===== config.mk =====
export PLATFORM = sky130hd
export DESIGN_NAME = button_press_classifier_unit
export DESIGN_NICKNAME = d
export VERILOG_FILES = /design/src/design/bpc_pkg.sv /design/src/design/bpc_regs.sv /design/src/design/bpc_core.sv /design/src/design/button_press_classifier_unit.sv
export SDC_FILE = /design/constraint.sdc
export NUM_CORES = 1
export LEC_CHECK = 0
export CAP_MARGIN = 20
export CELL_PAD_IN_SITES_DETAIL_PLACEMENT = 1
export CELL_PAD_IN_SITES_GLOBAL_PLACEMENT = 1
export CORE_MARGIN = 4
export CORE_UTILIZATION = 40
export CTS_CLUSTER_DIAMETER = 150
export DETAILED_ROUTE_END_ITERATION = 8
export DONT_BUFFER_PORTS = 1
export HOLD_SLACK_MARGIN = 0.08
export PLACE_DENSITY_LB_ADDON = 0.1
export SYNTH_ARGS = -nofsm -noshare
export SYNTH_HDL_FRONTEND = slang
export SYNTH_SLANG_ARGS = --single-unit

===== constraint.sdc =====
create_clock -name clk -period 7.1 [get_ports clk]
set_input_delay 0.355 -clock clk [delete_from_list [all_inputs] [get_ports clk]]
set_output_delay 0.355 -clock clk [all_outputs]
set_load 0.02 [all_outputs]

===== src/design/bpc_pkg.sv =====
// Shared types, codes and reset values for the button press classifier.
`timescale 1ns / 1ps
`default_nettype none
package bpc_pkg;

	localparam int unsigned TIME_W = 32;
	localparam int unsigned ADDR_W = 5;
	localparam int unsigned DATA_W = 32;
	localparam int unsigned IN_TDATA_W = 40;
	localparam int unsigned OUT_TDATA_W = 40;

	localparam logic [TIME_W-1:0] DEBOUNCE_RESET = 32'd20;
	localparam logic [TIME_W-1:0] LONG_PRESS_RESET = 32'd2000;
	localparam logic [TIME_W-1:0] DOUBLE_PRESS_RESET = 32'd400;

	typedef enum logic [1:0] {
		KIND_NONE   = 2'd0,
		KIND_NORMAL = 2'd1,
		KIND_LONG   = 2'd2
	} press_kind_t;

	typedef enum logic [2:0] {
		REG_DEBOUNCE     = 3'd0,
		REG_LONG_PRESS   = 3'd1,
		REG_DOUBLE_PRESS = 3'd2,
		REG_INVERT       = 3'd3,
		REG_PAUSED       = 3'd4
	} reg_index_t;

	typedef enum logic {
		OP_TICK  = 1'b0,
		OP_START = 1'b1
	} op_t;

	typedef struct packed {
		logic [TIME_W-1:0] debounce_ms;
		logic [TIME_W-1:0] long_press_ms;
		logic [TIME_W-1:0] double_press_ms;
		logic              invert_polarity;
		logic              paused;
	} cfg_t;

	typedef struct packed {
		op_t               op;
		logic              pin_level;
		logic [TIME_W-1:0] now_ms;
	} in_item_t;

	typedef struct packed {
		press_kind_t       press_kind;
		logic [TIME_W-1:0] hold_ms;
		logic              double_press;
		logic              long_press_event;
		logic              release_event;
		logic              press_event;
	} result_t;

endpackage
`default_nettype wire


===== src/design/bpc_regs.sv =====
// Configuration register file behind the APB-style port.
`timescale 1ns / 1ps
`default_nettype none
module bpc_regs (
	input  wire logic                       clk,
	input  wire logic                       arst_n,
	input  wire logic                       psel,
	input  wire logic                       penable,
	input  wire logic                       pwrite,
	input  wire logic [bpc_pkg::ADDR_W-1:0] paddr,
	input  wire logic [bpc_pkg::DATA_W-1:0] pwdata,
	output logic      [bpc_pkg::DATA_W-1:0] prdata,
	output logic                            pready,
	output bpc_pkg::cfg_t                   cfg
);
	import bpc_pkg::*;

	cfg_t       cfg_q;
	reg_index_t reg_idx;
	logic       wr_en;

	assign reg_idx = reg_index_t'(paddr[ADDR_W-1:2]);
	assign pready = 1'b1;
	assign wr_en = psel & penable & pwrite & pready;
	assign cfg = cfg_q;

	always_ff @(posedge clk or negedge arst_n) begin
		if (!arst_n) begin
			cfg_q.debounce_ms <= DEBOUNCE_RESET;
			cfg_q.long_press_ms <= LONG_PRESS_RESET;
			cfg_q.double_press_ms <= DOUBLE_PRESS_RESET;
			cfg_q.invert_polarity <= 1'b0;
			cfg_q.paused <= 1'b0;
		end else if (wr_en) begin
			unique case (reg_idx)
				REG_DEBOUNCE:     cfg_q.debounce_ms <= pwdata;
				REG_LONG_PRESS:   cfg_q.long_press_ms <= pwdata;
				REG_DOUBLE_PRESS: cfg_q.double_press_ms <= pwdata;
				REG_INVERT:       cfg_q.invert_polarity <= pwdata[0];
				REG_PAUSED:       cfg_q.paused <= pwdata[0];
				default: ;
			endcase
		end
	end

	always_comb begin
		unique case (reg_idx)
			REG_DEBOUNCE:     prdata = cfg_q.debounce_ms;
			REG_LONG_PRESS:   prdata = cfg_q.long_press_ms;
			REG_DOUBLE_PRESS: prdata = cfg_q.double_press_ms;
			REG_INVERT:       prdata = {{(DATA_W-1){1'b0}}, cfg_q.invert_polarity};
			REG_PAUSED:       prdata = {{(DATA_W-1){1'b0}}, cfg_q.paused};
			default:          prdata = '0;
		endcase
	end

endmodule
`default_nettype wire


===== src/design/bpc_core.sv =====
// Debounce and press classification state with its next-state logic.
`timescale 1ns / 1ps
`default_nettype none
module bpc_core (
	input  wire logic              clk,
	input  wire logic              arst_n,
	input  wire bpc_pkg::cfg_t     cfg,
	input  wire logic              step,
	input  wire bpc_pkg::in_item_t item,
	output bpc_pkg::result_t       result
);
	import bpc_pkg::*;

	logic              started_q, started_d;
	logic              flicker_q, flicker_d;
	logic              steady_q, steady_d;
	logic              prior_q, prior_d;
	logic [TIME_W-1:0] last_change_q, last_change_d;
	logic [TIME_W-1:0] press_start_q, press_start_d;
	logic [TIME_W-1:0] last_release_q, last_release_d;
	logic [TIME_W-1:0] hold_q, hold_d;
	press_kind_t       kind_q, kind_d;
	logic              double_q, double_d;
	logic              held_q, held_d;
	logic              is_press, is_release, long_hit;

	always_comb begin
		started_d = started_q;
		flicker_d = flicker_q;
		steady_d = steady_q;
		prior_d = prior_q;
		last_change_d = last_change_q;
		press_start_d = press_start_q;
		last_release_d = last_release_q;
		hold_d = hold_q;
		kind_d = kind_q;
		double_d = double_q;
		held_d = held_q;
		is_press = 1'b0;
		is_release = 1'b0;
		long_hit = 1'b0;

		if (item.op == OP_START) begin
			prior_d = item.pin_level;
			steady_d = item.pin_level;
			flicker_d = item.pin_level;
			started_d = 1'b1;
		end else if (started_q && !cfg.paused) begin
			double_d = 1'b0;
			// promote to long using the hold time of the previous tick
			if (kind_q == KIND_NORMAL && hold_q >= cfg.long_press_ms) begin
				kind_d = KIND_LONG;
			end
			hold_d = held_q ? item.now_ms - press_start_q : '0;

			if (item.pin_level != flicker_q) begin
				last_change_d = item.now_ms;
				flicker_d = item.pin_level;
			end
			if (item.now_ms - last_change_d >= cfg.debounce_ms) begin
				prior_d = steady_q;
				steady_d = item.pin_level;
			end

			if (cfg.invert_polarity) begin
				is_press = !prior_d && steady_d;
				is_release = prior_d && !steady_d;
			end else begin
				is_press = prior_d && !steady_d;
				is_release = !prior_d && steady_d;
			end

			if (is_press) begin
				kind_d = KIND_NORMAL;
				press_start_d = item.now_ms;
				held_d = 1'b1;
			end
			if (is_release) begin
				held_d = 1'b0;
				double_d = (item.now_ms - last_release_q) < cfg.double_press_ms;
				last_release_d = item.now_ms;
			end
			long_hit = (kind_d == KIND_NORMAL) && (hold_d >= cfg.long_press_ms);
		end

		result.press_event = is_press;
		result.release_event = is_release;
		result.long_press_event = long_hit;
		result.double_press = double_d;
		result.hold_ms = hold_d;
		result.press_kind = kind_d;
	end

	always_ff @(posedge clk or negedge arst_n) begin
		if (!arst_n) begin
			started_q <= 1'b0;
			flicker_q <= 1'b0;
			steady_q <= 1'b0;
			prior_q <= 1'b0;
			last_change_q <= '0;
			press_start_q <= '0;
			last_release_q <= '0;
			hold_q <= '0;
			kind_q <= KIND_NONE;
			double_q <= 1'b0;
			held_q <= 1'b0;
		end else if (step) begin
			started_q <= started_d;
			flicker_q <= flicker_d;
			steady_q <= steady_d;
			prior_q <= prior_d;
			last_change_q <= last_change_d;
			press_start_q <= press_start_d;
			last_release_q <= last_release_d;
			hold_q <= hold_d;
			kind_q <= kind_d;
			double_q <= double_d;
			held_q <= held_d;
		end
	end

endmodule
`default_nettype wire


===== src/design/button_press_classifier_unit.sv =====
// Top level of the button press classifier: stream channels, pipeline and config port.
//
// Usage
//   Input channel s_*: each item carries the raw pin level and a millisecond
//   timestamp in s_tdata, and the op in s_tuser (0 sample tick, 1 start that
//   seeds the debounce levels from the pin). Ticks before the first start,
//   or while paused is set, leave the state untouched.
//   Output channel m_*: exactly one result item per input item, in order,
//   with press, release, long-press and double-press flags, the hold time
//   and the last press kind.
//   Config port: APB-style, registers at byte addresses 0,4,8,12,16
//   (debounce, long press, double press, invert, paused). Write only while
//   no item is in flight; pready is tied high.
// Timing
//   An accepted item is captured in the input register, then moves through
//   the classifier logic into the result register once that register is
//   free or being emptied. Throughput is one item per cycle while m_tready
//   stays high, set by the state update (32-bit subtract-compares).
// Reset and stall
//   arst_n resets valid flags, core state and config to defaults, not the payloads.
//   When m_tready is low the result holds; the input register still takes
//   one more item, then s_tready drops until the result is taken.
`timescale 1ns / 1ps
`default_nettype none
module button_press_classifier_unit (
	input  wire logic                            clk,
	input  wire logic                            arst_n,
	// s_tdata: [0] pin_level, [32:1] now_ms, [39:33] zero
	input  wire logic                            s_tvalid,
	output logic                                 s_tready,
	input  wire logic [bpc_pkg::IN_TDATA_W-1:0]  s_tdata,
	// s_tuser: [0] op
	input  wire logic                            s_tuser,
	// m_tdata: [0] press_event, [1] release_event, [2] long_press_event,
	//          [3] double_press, [35:4] hold_ms, [37:36] press_kind, [39:38] zero
	output logic                                 m_tvalid,
	input  wire logic                            m_tready,
	output logic      [bpc_pkg::OUT_TDATA_W-1:0] m_tdata,
	input  wire logic                            psel,
	input  wire logic                            penable,
	input  wire logic                            pwrite,
	input  wire logic [bpc_pkg::ADDR_W-1:0]      paddr,
	input  wire logic [bpc_pkg::DATA_W-1:0]      pwdata,
	output logic      [bpc_pkg::DATA_W-1:0]      prdata,
	output logic                                 pready
);
	import bpc_pkg::*;

	localparam int unsigned RES_W = $bits(result_t);

	cfg_t     cfg;
	in_item_t item_s1;
	logic     valid_s1;
	result_t  res_comb;
	result_t  res_s2;
	logic     valid_s2;
	logic     advance;
	logic     in_take;

	bpc_regs u_regs (
		.clk     (clk),
		.arst_n  (arst_n),
		.psel    (psel),
		.penable (penable),
		.pwrite  (pwrite),
		.paddr   (paddr),
		.pwdata  (pwdata),
		.prdata  (prdata),
		.pready  (pready),
		.cfg     (cfg)
	);

	// Advance the held item into the result register whenever that slot is
	// free or being emptied this cycle.
	assign advance = valid_s1 && (!valid_s2 || m_tready);
	assign s_tready = !valid_s1 || advance;
	assign in_take = s_tvalid && s_tready;

	always_ff @(posedge clk or negedge arst_n) begin
		if (!arst_n) begin
			valid_s1 <= 1'b0;
		end else if (s_tready) begin
			valid_s1 <= s_tvalid;
		end
	end

	// Payload of the input register: capture only on accept.
	always_ff @(posedge clk) begin
		if (in_take) begin
			item_s1.op <= op_t'(s_tuser);
			item_s1.pin_level <= s_tdata[0];
			item_s1.now_ms <= s_tdata[TIME_W:1];
		end
	end

	bpc_core u_core (
		.clk    (clk),
		.arst_n (arst_n),
		.cfg    (cfg),
		.step   (advance),
		.item   (item_s1),
		.result (res_comb)
	);

	always_ff @(posedge clk or negedge arst_n) begin
		if (!arst_n) begin
			valid_s2 <= 1'b0;
		end else if (advance) begin
			valid_s2 <= 1'b1;
		end else if (m_tready) begin
			valid_s2 <= 1'b0;
		end
	end

	// Hold the result while the receiver stalls.
	always_ff @(posedge clk) begin
		if (advance) begin
			res_s2 <= res_comb;
		end
	end

	assign m_tvalid = valid_s2;
	assign m_tdata = {{(OUT_TDATA_W-RES_W){1'b0}}, res_s2};

endmodule
`default_nettype wire


==> results of run 1 <==
-- metal layers --
metal / wire length (um) / global-route usage / vias to the layer above
met2: 27170 / 0.3401 / 253
met4: 1501 / 0.06069 / 0
met1: 32160 / 0.3364 / 8081
li1: - / - / 7887
met3: 2057 / 0.02378 / 75
met5: 0 / 0 / -
-- final timing paths --
path                                       endpoint  slack [ps]  depth (start not counted)
setup / recovery            u_core.press_start_q[0]         630                         24
hold / removal                        u_regs.cfg[1]         160                          3
setup reg to reg            u_core.press_start_q[0]         630                         24
hold reg to reg            u_core.last_change_q[15]         480                          2
max in group asynchronous         u_core.hold_q[28]        5550                          3
min in group asynchronous  u_core.last_change_q[14]         460                          2
-- layout by cell type, fill, tap and decap left out, drive strengths merged, types with 53 or more instances in the layout --
master / Yosys / routed
dlygate4sd3: 0 / 72
edfxtp: 72 / 72
inv: 212 / 213
dfrtp: 225 / 225
mux2i: 62 / 62
o21ai: 215 / 215
nand2: 226 / 226
a21oi: 142 / 142
clkbuf: 60 / 53
xnor2: 62 / 62
nor2: 132 / 132
mux2: 105 / 105
ha: 215 / 215
a21o: 94 / 94
-- power groups by stage --
stage          Combinational (mW)  Sequential, mW  Clock [mW]
6_report                     5.59            2.89        1.89
3_3_place_gp                 5.25            2.89           0
5_1_grt                      6.29            2.97        2.02
3_5_place_dp                 5.48            2.93           0
4_1_cts                      5.59            2.90        1.95
2_1_floorplan                4.00            2.78           0
-- repair_timing --
| item | 4_1_cts | 5_1_grt |
|---|---|---|
| gates resized for setup | 0 | 4 |
| hold buffers | 73 | 0 |
| endpoints found under the hold margin | 370 | 0 |
| endpoints found under the setup margin | 0 | 30 |
-- cells by family after synthesis --
family                   synth area share
XOR/XNOR                          0.03891
buffers and inverters             0.05406
multiplexers                      0.08842
AND/OR/NAND/NOR                    0.1162
flip-flops                         0.3915
AO/OA/AOI/OAI                      0.1764
other                           0.0003638
adder cells (fa/ha/maj)            0.1342
-- layout make-up --
class,count,area [um^2]
Sequential cell,308,8082
Multi-Input combinational cell,1604,11520
Fill cell,5707,27170
Tap cell,672,840.8
Inverter,213,799.5
Clock inverter,19,130.1
Antenna cell,2,5.005
Clock buffer,53,1060
Timing Repair Buffer,94,975.9
-- cells in the mapped netlist, drive strengths merged (9+ instances only) --
cell,number
nand2b,25
a22o,9
nor2b,18
nor2,132
nand2,226
o21ai,215
o21bai,14
o31ai,12
xnor2,62
dfstp,11
mux2,105
xor2,28
a21o,94
o211ai,13
nand3,21
inv,212
edfxtp,72
buf,19
a31oi,12
a211oi,16
and2,16
dfrtp,225
ha,215
a21oi,142
nor3,14
mux2i,62
o21a,12
nand4,38
clkbuf,60
-- stage by stage --
stage,utilization,hold WS (ps)
2_1_floorplan,-,59.41
3_3_place_gp,0.4224,75.44
3_5_place_dp,0.4224,75.94
4_1_cts,0.4607,104.7
5_1_grt,0.4628,156.1
6_report,0.4628,159.4
-- flip-flops by register name, indices dropped and copies added (netlist names), 2 cells and up --
signal                 count
u_regs.cfg                98
m_tdata                   38
item_s1                   34
u_core.hold_q             32
u_core.last_change_q      32
u_core.last_release_q     32
u_core.press_start_q      32
u_core.kind_q              2
-- worst max-delay path, cell delays in order (launching register included) --
cell      delay, ps
edfxtp_1        560
xnor2_2         310
buf_4           300
mux2i_1         130
ha_1            360
nand2_1         100
o41ai_1         400
a31oi_1         110
o21ai_0         230
o21ai_0         190
nand3_1         140
a31oi_1         180
o311ai_0        480
xor2_1          240
ha_1            280
a21o_1          190
a21o_1          170
a21oi_1         240
nand2_1         160
a41oi_1         250
a21o_1          190
a211oi_1        130
o21ai_4         170
buf_4           400
mux2_2          390
==> flow_summary.yaml, run 1 <==
timing:
  finalSetupViolCount: 0
  rsz0062_at_grt: "no"
  setup-tns-final_ps: 0
  tightest_slew_ps: 998.5
  fin_crit_ps: 6468
  skew_ps: 20.99
  finalCritPeriodShare: 0.9110
  worst_slack_ps: 632.1
  final-hold-violation-count: 0
  fmax_mhz: 154.6
  maxSlewHeadroom: 0.3273
  drv_slew: 0
drt:
  dr.first_iter.drc_count: 926
  viasPerCell: 5.496
  vias: 16300
  drt_first_pass_iters: 5
  wl_um: 62900
  wl_per_cell_um: 21.21
  route.detailed.drc: 0
  antenna_left: 0
power_and_ir_drop:
  pwr-share-seq: 0.279
  p_sw_mw: 4.550
  power_density_mw_per_mm2: 443.0
  p_int_mw: 5.820
  switching_share: 0.4387
  combPwrFrac: 0.539
  vdd_ir_drop_max_uv: 212.7
  p_leak_nw: 10.83
  clkPwrFrac: 0.182
  p_total_mw: 10.37
logic_synthesis:
  ys_seq_elements: 308
  yosys-top-cells-area: "dfrtp_1 27%, ha_1 13%, edfxtp_1 10%, mux2_2 5.7%, o21ai_0 5.2%"
  synth_area_leader_cell: "dfrtp_1"
  avgSynthCellArea_um2: 9.371
  synth_area_mm2: 0.02064
  synth_cell_types: 77
  synth_warnings: 0
  synth_top_area_share: 0.2727
  synth_edf_count: 72
  synthCells: 2203
  synth_seq_area_share: 0.3915
  synthArstFlopShare: 0.7662
  yosys_most_used_dff: "dfrtp_1"
status:
  status: "complete, no violations"
placement:
  pre_cts_slack_ps: 524.8
  dpl-instance-area_mm2: 0.02137
  place_hpwl_um: 48240
  globalplace.congestion: 0.9048
  place_inst: 2814
  portBuffers: 0
cells_and_area:
  finish.instance_area_mm2: 0.02341
  final_cells: 2965
  drive_gt1_frac: 0.09734
  synthToLayoutAreaGrowth_pct: 13.39
  num-nets-final: 2562
clock_tree:
  htreeDepth: 2
  clkSinkCount: 308
  clockBufferDepth: 3
  clockRootBuffer: "clkbuf_16"
  cts_buffers: 39
  cts_tree: "yes"
  cts_setup_buffers: 0
  clock_latency_ps: 570
  clkTransAtPathRegs_ps: 60
floorplan:
  initial_core_util: 0.4082
  die_area_mm2: 0.05531
  core_mm2: 0.05058
  die_x_um: 235.2
  die-height_um: 235.2
  rows: 82
  ioPinCount: 160
global_route:
  antenna_found_initial: 2
  first_global_vias: 16740
  grt_use_total: 0.2228
  grt_pass1_wl_um: 97830
  grt_max_degree: 237
  gr-total-overflow: 0
worst_setup_path:
  start_kind: "flop"
  r2r-start: "item_s1[32]"
  worstPathMaxFanout: 32
  required_ps: 7530
  crit_path_end_kind: "flop"
  worstSetupPathType: "reg -> reg"
  cp.arrival_ps: 6900
  timing.critical_path.from: "item_s1[32]"
hold_path:
  min-delay-start: "paddr[4]"
  hold_path.class: "in -> reg"
run:
  drv_cap: 0
Note: power is estimated with default switching activity, not from simulation.
==> inputs of run 2 (changes only) <==
- SYNTH_HIERARCHICAL: default -> 1
==> run 2 against run 1 <==
Worst hold slack got worse by 30 ps. Final cell count shrank 3.9%. Global-route usage down 0.45 points. Critical path depth is 1 higher. Clock power rose by 7%. Total power is 0.17% higher. Design area up 0.64%. Die area increased by 0.95%. Critical path type unchanged. Critical endpoint is now u_core/press_start_q[1]. Sequential power hardly changed.
==> flow_summary.yaml, run 2 <==
floorplan:
  rows: 83
  die_x_um: 236.3
  die-height_um: 236.3
  core_mm2: 0.05141
  initial_core_util: 0.4055
  die_area_mm2: 0.05583
  ioPinCount: 160
logic_synthesis:
  yosys-top-cells-area: "dfrtp_1 27%, ha_1 13%, edfxtp_1 10%, mux2_2 10%, inv_1 3.9%"
  synth_area_leader_cell: "dfrtp_1"
  synthArstFlopShare: 0.7662
  ys_seq_elements: 308
  avgSynthCellArea_um2: 10.05
  yosysMostFrequentCell: "dfrtp_1"
  synth_cell_types: 88
  synthCells: 2074
  synth_warnings: 6
  synth_area_mm2: 0.02085
  synth_top_area_share: 0.2701
  yosys-top-cells-count: "225 x dfrtp_1, 215 x ha_1, 215 x inv_1, 185 x mux2_2, 171 x nand2_1"
  yosys_most_used_dff: "dfrtp_1"
  synth_edf_count: 72
  synth_seq_area_share: 0.3877
global_route:
  gr-total-overflow: 0
  grt_pass1_wl_um: 96430
  grtUsageMet3: 0.03204
  antenna_found_initial: 1
  use_met2: 0.3378
  grt_use_total: 0.2183
  top_usage_layer: "met2"
  use_met1: 0.3249
  first_global_vias: 16310
  grt_max_degree: 237
clock_tree:
  clkSinkCount: 308
  cts_hold_buf: 73
  clock_latency_ps: 560
  clkTransAtPathRegs_ps: 60
  clockBufferDepth: 3
  htreeDepth: 2
  clockRootBuffer: "clkbuf_16"
  cts_buffers: 40
  cts-resized-gates: 0
  cts_tree: "yes"
  cts_setup_buffers: 0
timing:
  skew_ps: 15.40
  final-hold-violation-count: 0
  maxSlewHeadroom: 0.3033
  finalCritPeriodShare: 0.9231
  fmax_mhz: 152.6
  setup-tns-final_ps: 0
  tightest_slew_ps: 1043
  drv_slew: 0
  hold_ws_ps: 129.4
  rsz0062_at_grt: "no"
  fin_crit_ps: 6554
  finalSetupViolCount: 0
worst_setup_path:
  worstPathMaxFanout: 33
  cp.arrival_ps: 6990
  start_kind: "flop"
  worstSetupPathType: "reg -> reg"
  required_ps: 7540
  crit_path_end_kind: "flop"
cells_and_area:
  largest_reg_flops: 98
  drive_gt1_frac: 0.1588
  num-nets-final: 2438
  multi_input_area_mm2: 0.01161
  final_common_cell: "dfrtp_1"
  layout_common_cells: "225 x dfrtp_1, 215 x inv_1, 215 x ha_1"
  synthToLayoutAreaGrowth_pct: 13.02
  fillerInstances: 5685
  seq_area_mm2: 0.008082
run:
  drv_cap: 0
drt:
  wl_per_cell_um: 21.70
  drt_first_pass_iters: 5
  route.detailed.drc: 0
  dr.first_iter.drc_count: 616
  vias: 15610
  wl_um: 61810
  viasPerCell: 5.479
  antenna_left: 0
power_and_ir_drop:
  p_total_mw: 10.39
  p_leak_nw: 10.65
  power_density_mw_per_mm2: 440.9
  vdd_ir_drop_max_uv: 189.3
placement:
  globalplace.congestion: 0.8391
  place_hpwl_um: 46180
  portBuffers: 0
status:
  status: "complete, no violations"
hold_path:
  hold_path.class: "in -> reg"
-- run 2: cell count changes in the layout (fill, tap and decap cells not counted), sizes merged, moves of 7 or more --
cell	before	now
nand2b	25	18
o21bai	14	6
a21boi	0	7
nor2	132	67
o21ai	215	133
mux2	105	190
a21o	94	75
nor2b	18	29
nand2	226	171
nand3	21	33
nand4	38	26
xnor2	62	51
or2	6	35
-- run 2: cell type report --
type	count	area share
multi-input combinational	1482	0.4928
sequential	308	0.3430
clock buffer	53	0.04764
timing repair buffer	89	0.03877
tap	680	0.03611
inverter	215	0.03425
clock inverter	19	0.007223
antenna	2	0.0002124
-- run 2: where the power goes --
group	switching (mW)	internal [mW]	total (mW)
clock	0.811	1.22	2.03
combinational	3.12	2.35	5.47
sequential	0.464	2.42	2.89
total	4.39	5.99	10.4
-- run 2: final timing paths --
| kind | startpoint | end | slack, ps | cells past startpoint |
|---|---|---|---|---|
| max in group asynchronous | arst_n | u_core/hold_q[1] | 5490 | 3 |
| setup reg to reg | item_s1[32] | u_core/press_start_q[1] | 550 | 25 |
| hold / removal | paddr[4] | u_regs/cfg[1] | 130 | 3 |
| hold reg to reg | u_core/started_q | u_core/started_q | 460 | 1 |
| min in group asynchronous | arst_n | u_core/last_release_q[6] | 350 | 2 |
| setup / recovery | item_s1[32] | u_core/press_start_q[1] | 550 | 25 |
-- run 2: stage by stage --
step	setup slack (ps)	cell area, um^2	util	instances
5_1_grt	215.4	23560	0.4582	2846
3_5_place_dp	633.1	21490	0.4180	2700
6_report	546.2	23560	0.4583	2848
3_3_place_gp	715.3	21490	0.4180	2700
2_1_floorplan	1079	20850	-	2075
4_1_cts	532.3	23530	0.4577	2845
-- run 2: kinds of logic (layout without fill, tap and decap cells) --
family	count (synthesis)	in the layout	synth area share
compound gates	479	479	0.1481
xor+xnor	85	85	0.03607
fa+ha+maj	218	218	0.1314
buf+inv	285	376	0.05690
flops	308	308	0.3877
mux	252	252	0.1324
other cells	2	5	0.0003603
simple gates	445	445	0.1070
-- run 2: routing by layer --
layer | share of wire | vias up
met5 | 0 | -
li1 | - | 7458
met4 | 0.020 | 0
met3 | 0.031 | 66
met2 | 0.44 | 225
met1 | 0.51 | 7856
-- run 2: worst max-delay path, cell delays in order, from the launching register on --
cell and delay (ps):
edfxtp_1 590, xnor2_2 430, nand2_1 90, o21ai_0 120, ha_1 250, inv_1 90
ha_1 250, inv_1 130, a32oi_1 120, o211ai_2 100, a41oi_1 180, a311o_1 450
o31a_1 410, a211oi_2 310, o21ai_1 140, xor2_1 160, ha_1 300, a21o_1 110
a21oi_1 60, o21ai_0 550, a21oi_1 260, nor2_1 310, o21ai_2 160, a21oi_4 200
buf_12 240, mux2_2 370
